## config.mk

```make
export PLATFORM = sky130hd
export DESIGN_NAME = led_cube_layer_scan_serializer_top
export DESIGN_NICKNAME = d
export VERILOG_FILES = /design/src/hw/rtl/lcls_pkg.sv /design/src/hw/rtl/led_cube_layer_scan_serializer_top.sv
export VERILOG_INCLUDE_DIRS = /design/src /design/src/hw/rtl
export SDC_FILE = /design/constraint.sdc
export NUM_CORES = 1
export LEC_CHECK = 0
export ABC_AREA = 0
export BUFFER_PORTS_ARGS = -buffer_cell sky130_fd_sc_hd__buf_2
export CAP_MARGIN = 40
export CELL_PAD_IN_SITES_DETAIL_PLACEMENT = 1
export CELL_PAD_IN_SITES_GLOBAL_PLACEMENT = 2
export CORE_UTILIZATION = 43
export CTS_BUF_LIST = sky130_fd_sc_hd__clkbuf_8
export CTS_CLUSTER_DIAMETER = 200
export CTS_CLUSTER_SIZE = 20
export DETAILED_ROUTE_END_ITERATION = 8
export PLACE_DENSITY = 0.94
export SLEW_MARGIN = 0
export SYNTH_ARGS = -nofsm -noshare
export SYNTH_HDL_FRONTEND = slang
export SYNTH_SLANG_ARGS = --single-unit
```

## constraint.sdc

```tcl
create_clock -name i_clk -period 6.4 [get_ports i_clk]
set_clock_uncertainty 0.05 [all_clocks]
set_input_delay 0.64 -clock i_clk [delete_from_list [all_inputs] [get_ports i_clk]]
set_output_delay 0.64 -clock i_clk [all_outputs]
set_load 0.01 [all_outputs]
```

## src/hw/rtl/assert_macros.svh

```systemverilog
// ----------------------------------------------------------------------------
// Assertion macros
// Shared concurrent assertion helpers for the RTL.
// ----------------------------------------------------------------------------
`ifndef ASSERT_MACROS_SVH
`define ASSERT_MACROS_SVH

// The consequent must hold in the same cycle as the antecedent.
`define AST_SAME(label, clk, rst_n, ante, cons) \
    label: assert property (@(posedge clk) disable iff (!(rst_n)) (ante) |-> (cons)) \
        else $error("assertion failed");

// The consequent must hold in the cycle after the antecedent.
`define AST_NEXT(label, clk, rst_n, ante, cons) \
    label: assert property (@(posedge clk) disable iff (!(rst_n)) (ante) |=> (cons)) \
        else $error("assertion failed");

`endif

```

## src/hw/rtl/lcls_pkg.sv

```systemverilog
// ----------------------------------------------------------------------------
// LED cube layer scan package
// Cube geometry, field widths and pulse codes for the layer scan serializer.
// ----------------------------------------------------------------------------
package lcls_pkg;

    localparam int SIDE    = 5;
    localparam int NVOX    = SIDE * SIDE;
    localparam int EN_W    = 5;
    localparam int LAYER_W = 3;
    localparam int RC_W    = $clog2(SIDE);
    localparam int IDX_W   = $clog2(NVOX);

    typedef enum logic [1:0] {
        PK_RESET = 2'd0,
        PK_SHIFT = 2'd1,
        PK_STORE = 2'd2
    } t_pulse_kind;

    typedef enum logic [1:0] {
        PH_IDLE,
        PH_RESET,
        PH_SHIFT,
        PH_STORE
    } t_phase;

endpackage

```

## src/hw/rtl/led_cube_layer_scan_serializer_top.sv

```systemverilog
// ----------------------------------------------------------------------------
// LED cube layer scan serializer
// Turns one layer or power toggle beat into a train of pulse beats.
// ----------------------------------------------------------------------------
// A show beat for a valid layer while the cube is powered produces 26 result
// beats, one per cycle when the output is not stalled: a reset pulse, 24 shift
// pulses (column outer, row inner, both descending, corner voxel withheld) and
// a store pulse carrying the corner voxel on the special line. A power toggle
// produces a reset and a store (2 beats) and then flips power. A show beat
// while powered off or with a layer index of SIDE or more produces nothing.
// The single scan sequencer, which emits one pulse per cycle, sets the rate;
// the next input beat is taken in the cycle its predecessor emits its last
// pulse. While a result waits stalled in the output register, the sequencer
// holds its place until it is taken.
module led_cube_layer_scan_serializer_top (
    input  logic                        i_clk,
    input  logic                        i_rst_n,
    input  logic                        i_in_valid,
    output logic                        o_in_stall,
    input  logic                        i_command,
    input  logic [lcls_pkg::LAYER_W-1:0] i_layer,
    input  logic [lcls_pkg::NVOX-1:0]   i_layer_bits,
    output logic                        o_out_valid,
    input  logic                        i_out_stall,
    output logic [1:0]                  o_pulse_kind,
    output logic                        o_data_bit,
    output logic                        o_special_bit,
    output logic [lcls_pkg::EN_W-1:0]   o_layers_at_latch,
    output logic [lcls_pkg::EN_W-1:0]   o_layers_after,
    output logic                        o_last
);
    import lcls_pkg::*;

    // Working slot
    t_phase                r_phase, n_phase;
    logic                  r_cmd;
    logic [LAYER_W-1:0]    r_layer;
    logic [NVOX-1:0]       r_bits;
    logic [RC_W-1:0]       r_row, n_row;
    logic [RC_W-1:0]       r_col, n_col;

    // Architectural state
    logic                  r_power, n_power;
    logic [EN_W-1:0]       r_en, n_en;

    // Output register
    logic                  r_ov, n_ov;
    t_pulse_kind           r_kind, n_kind;
    logic                  r_data, n_data;
    logic                  r_special, n_special;
    logic [EN_W-1:0]       r_latch, n_latch;
    logic [EN_W-1:0]       r_after, n_after;
    logic                  r_last, n_last;

    logic                  w_out_adv;
    logic                  w_drop;
    logic                  w_emit;
    logic                  w_finish;
    logic                  w_in_acc;
    logic [IDX_W-1:0]      w_idx;
    logic [LAYER_W-1:0]    w_prev;
    logic [EN_W-1:0]       w_clr;
    logic [EN_W-1:0]       w_set;
    logic                  w_beat_quiet;
    logic                  w_scan_tail;

    assign w_out_adv = !r_ov || !i_out_stall;
    assign w_drop    = (r_phase == PH_RESET) && !r_cmd
                       && (!r_power || (r_layer >= LAYER_W'(SIDE)));
    assign w_emit    = (r_phase != PH_IDLE) && !w_drop && w_out_adv;
    assign w_finish  = w_drop || (w_emit && (r_phase == PH_STORE));
    assign o_in_stall = (r_phase != PH_IDLE) && !w_finish;
    assign w_in_acc  = i_in_valid && !o_in_stall;

    assign w_idx  = IDX_W'(r_row) * IDX_W'(SIDE) + IDX_W'(r_col);
    assign w_prev = (r_layer == '0) ? LAYER_W'(SIDE - 1) : r_layer - LAYER_W'(1);
    assign w_clr  = r_en & ~(EN_W'(1) << w_prev);
    assign w_set  = w_clr | (EN_W'(1) << r_layer);

    // Next state of the sequencer
    always_comb begin
        n_phase = r_phase;
        n_row   = r_row;
        n_col   = r_col;
        if (w_in_acc) begin
            n_phase = PH_RESET;
        end else if (w_finish) begin
            n_phase = PH_IDLE;
        end else if (w_emit) begin
            case (r_phase)
                PH_RESET: begin
                    n_phase = r_cmd ? PH_STORE : PH_SHIFT;
                    // The corner voxel is skipped, so the scan starts one row down.
                    n_row   = RC_W'(SIDE - 2);
                    n_col   = RC_W'(SIDE - 1);
                end
                PH_SHIFT: begin
                    if (r_row == '0) begin
                        n_row = RC_W'(SIDE - 1);
                        n_col = r_col - RC_W'(1);
                        if (r_col == '0) begin
                            n_phase = PH_STORE;
                        end
                    end else begin
                        n_row = r_row - RC_W'(1);
                    end
                end
                default: begin
                    n_phase = r_phase;
                end
            endcase
        end
    end

    // Result beat and architectural state updates
    always_comb begin
        n_ov      = r_ov && i_out_stall;
        n_kind    = r_kind;
        n_data    = r_data;
        n_special = r_special;
        n_latch   = r_latch;
        n_after   = r_after;
        n_last    = r_last;
        n_power   = r_power;
        n_en      = r_en;
        if (w_emit) begin
            n_ov      = 1'b1;
            n_data    = 1'b0;
            n_special = 1'b0;
            n_latch   = r_en;
            n_after   = r_en;
            n_last    = 1'b0;
            case (r_phase)
                PH_RESET: begin
                    n_kind = PK_RESET;
                end
                PH_SHIFT: begin
                    n_kind = PK_SHIFT;
                    n_data = r_bits[w_idx];
                end
                PH_STORE: begin
                    n_kind = PK_STORE;
                    n_last = 1'b1;
                    if (r_cmd) begin
                        n_power = !r_power;
                    end else begin
                        n_special = r_bits[NVOX-1];
                        n_latch   = w_clr;
                        n_after   = w_set;
                        n_en      = w_set;
                    end
                end
                default: begin
                    n_kind = r_kind;
                end
            endcase
        end
    end

    always_ff @(posedge i_clk) begin
        if (!i_rst_n) begin
            r_phase <= PH_IDLE;
            r_power <= 1'b1;
            r_en    <= '0;
            r_ov    <= 1'b0;
        end else begin
            r_phase <= n_phase;
            r_power <= n_power;
            r_en    <= n_en;
            r_ov    <= n_ov;
        end
    end

    always_ff @(posedge i_clk) begin
        if (w_in_acc) begin
            r_cmd   <= i_command;
            r_layer <= i_layer;
            r_bits  <= i_layer_bits;
        end
        r_row     <= n_row;
        r_col     <= n_col;
        r_kind    <= n_kind;
        r_data    <= n_data;
        r_special <= n_special;
        r_latch   <= n_latch;
        r_after   <= n_after;
        r_last    <= n_last;
    end

    assign o_out_valid       = r_ov;
    assign o_pulse_kind      = r_kind;
    assign o_data_bit        = r_data;
    assign o_special_bit     = r_special;
    assign o_layers_at_latch = r_latch;
    assign o_layers_after    = r_after;
    assign o_last            = r_last;

    assign w_beat_quiet = !r_last && !r_special && (r_latch == r_after);
    assign w_scan_tail  = (r_phase == PH_SHIFT) || (r_phase == PH_STORE);

`include "assert_macros.svh"

    `AST_SAME(a_store_is_last, i_clk, i_rst_n, r_ov && (r_kind == PK_STORE), r_last)
    `AST_SAME(a_non_store_quiet, i_clk, i_rst_n, r_ov && (r_kind != PK_STORE), w_beat_quiet)
    `AST_NEXT(a_shift_to_shift_or_store, i_clk, i_rst_n, r_phase == PH_SHIFT, w_scan_tail)

endmodule

```

==> key figures <==
Outcome
  • Status: complete, no violations

Clocking
  • CTS root buffer: clkbuf_8
  • CTS Buf Count: 9
  • Max Root-Sink Buffers: 2
  • Post-CTS Hold Fix Bufs: 0
  • Clock Sinks: 59
  • Post-CTS sizing: 0
  • CTS tree: yes
  • Post-CTS Setup Repair Bufs: 0
  • Worst-path clk slew: 70 ps
  • Clk_lat worst skew: 340 ps
  • H-tree Lvls: 3

Timing
  • Slew @ Worst Pin: 579 ps
  • Fin. max-slew vios: 0
  • Setup TNS: 0 ps
  • Hold Fails Final Rpt: 0
  • RSZ-0062 raised after global routing: no
  • Fin crit period: 2800 ps
  • Fmax: 0.357 GHz
  • Max-slew headroom: 61.4%
  • Final setup viols: 0
  • Final period util: 43.8%
  • Hold_ws: 420 ps

Logic synthesis
  • Cell taking the most area after synthesis: edfxtp_1
  • Top cell type's share of synthesized area: 54.2%
  • Synth cell count leaders: edfxtp_1 (50), ha_1 (18), nand2_1 (12), nor2_1 (12), inv_1 (10)
  • Asr flop ratio synth: 0%
  • Cells after synthesis: 196
  • Yosys Warn Count: 0
  • Post-synthesis sequential area ratio: 60.7%
  • Cell Area, Synth: 2770 µm²
  • Synth area leaders: edfxtp_1 (54%), ha_1 (8.1%), dfxtp_1 (6.5%), mux4_2 (4.9%), mux2i_1 (2.2%)
  • Syn_nets: 248
  • Netlist cell types: 44
  • Primary FF master, synth: edfxtp_1
  • Synthesized flop and latch total: 59
  • Most common cell in the netlist: edfxtp_1
  • EDFF count, synth: 50
  • Syn_area_per_cell: 14.1 µm²

Job
  • MaxCap Viol Count: 0

Layout
  • Fraction of layout cells with a size suffix above 1: 31.0%
  • Layout area overhead: 17.9%
  • Non-Filler Instances: 330
  • Final net count: 302
  • Diodes inserted: 0
  • Filler cells: 643

Pwr
  • PwrDens: 394 nW/µm²
  • Pwr Total: 1.29 mW
  • P_leak: 1.32 nW
  • Worst vdd ir: 0.178 mV

Place
  • DP HPWL: 4.17 mm
  • Port Buffers: 49
  • Placer Congestion: 0.711
  • Placed Cells incl. Taps: 314

Min path
  • Hold path cells: 1
  • Hold WC Path Type: primary input to register

Floorplan
  • Die Width: 82.3 µm
  • I/O pin total: 50
  • # rows: 28
  • Die H: 82.3 µm
  • Die area: 6770 µm²
  • Core ar.: 6060 µm²
  • Initial Util: 45.7%

Critical path
  • CP Data Required Time: 6440 ps
  • Crit path arrival time: 2840 ps
  • Crit-path max cell delay: 470 ps
  • CP Launch Type: register
  • Cells along the critical path: ha_1 > ha_1 > fa_1 > xor2_1 > mux2i_1 > mux2i_1 > mux2i_1 > nor2b_1
  • Crit Path Class: register to register
  • R2R cell count: 8
  • R2R Setup Slk: 3600 ps
  • CP most frequent cell: mux2i_1
  • CP Max Fanout: 5
  • Slowest CP cell: fa_1
  • Worst setup EP type: register

GRT
  • Initial antenna violation count: 0
  • Gr usage total: 20.0%
  • GR Overflow Total: 0
  • Global-route wire length before repair: 9.40 mm
  • Vias in the first global route: 1841
  • Largest net degree at the start of global routing: 31

Route
  • DR vias: 1753
  • # DRC: 0
  • Routed vias/inst: 5.31
  • Total Wirelength: 5.80 mm
  • Routed len/inst: 17.6 µm
  • Drt first pass iters: 4
  • Initial drt markers: 102
  • Antenna-violating nets left: 0
==> layout by cell type, fill, tap and decap left out, types with 5 or more instances in the layout <==
cell type / count
edfxtp_1: 50
buf_2: 49
ha_1: 18
nor2_1: 12
nand2_1: 12
inv_1: 10
clkbuf_8: 9
dfxtp_1: 9
a21oi_1: 8
nor2b_1: 7
mux4_2: 6
mux2i_1: 6
a21o_1: 5
nor3b_1: 5
==> stage by stage <==
stage,setup WS [ps],instance area (µm²),utilization [%]
3_3_place_gp,3790,3070,50.7
3_5_place_dp,3650,3070,50.7
5_1_grt,3450,3270,53.9
2_1_floorplan,3860,2770,-
6_report,3600,3270,53.9
4_1_cts,3590,3270,53.9
==> cells by family (layout without fill, tap and decap cells) <==
logic type,after synthesis,count (layout),share of synthesized area [%]
XOR/XNOR,4,4,1.26
adder cells (fa/ha/maj),19,19,8.85
AO/OA/AOI/OAI,33,33,8.67
multiplexers,12,12,7.04
buffers and inverters,17,76,2.93
AND/OR/NAND/NOR,52,52,10.6
flip-flops,59,59,60.7
==> worst paths after layout <==
check | start | endpoint
max | r_row[0] | o_data_bit
min | i_layer_bits[18] | r_bits[18]
max reg2reg | r_row[0] | o_data_bit
min reg2reg | o_out_valid | o_out_valid
==> cell type report <==
type	instances	area, µm²	area share, %
clock buffer	9	124	3.79
clock inverter	7	68.8	2.11
inverter	10	37.5	1.15
multi-input combinational	120	1010	30.9
sequential	59	1680	51.5
tap	75	93.8	2.87
timing repair buffer	50	253	7.74
==> where the power goes <==
part           switching, mW  internal [mW]  leakage [nW]
clock network          0.153          0.178        0.0950
logic                  0.216          0.163         0.683
registers             0.0444          0.532         0.544
total                  0.413          0.873          1.32
==> state kept, by name, summed over array words and instances (netlist names) <==
| name | flops |
|---|---|
| o_out_valid | 1 |
| r_phase | 2 |
| o_data_bit | 1 |
| r_en | 5 |
| o_layers_after | 5 |
| o_last | 1 |
| o_special_bit | 1 |
| o_layers_at_latch | 5 |
| r_bits | 25 |
| r_cmd | 1 |
| r_row | 3 |
| r_power | 1 |
| r_layer | 3 |
| o_pulse_kind | 2 |
| r_col | 3 |
==> routing by layer <==
metal  routed length (µm)  vias up  share of wire, %  global-route usage, %
met5                    0        -                 0                      0
met4                  159        0               2.7                   11.8
met3                  232       13               4.0                   3.30
met2                 2910       45                50                   32.4
met1                 2500      857                43                   25.3
li1                     -      838                 -                      -
==> critical path, delay by kind of cell, from the launching register on <==
family	cells	cell delay (ps)
xor gates and xnor gates	1	380
adders and majority gates	3	1130
DFF	1	440
muxes	3	480
and+or+nand+nor	1	80
Note: power is estimated with default switching activity, not from simulation.
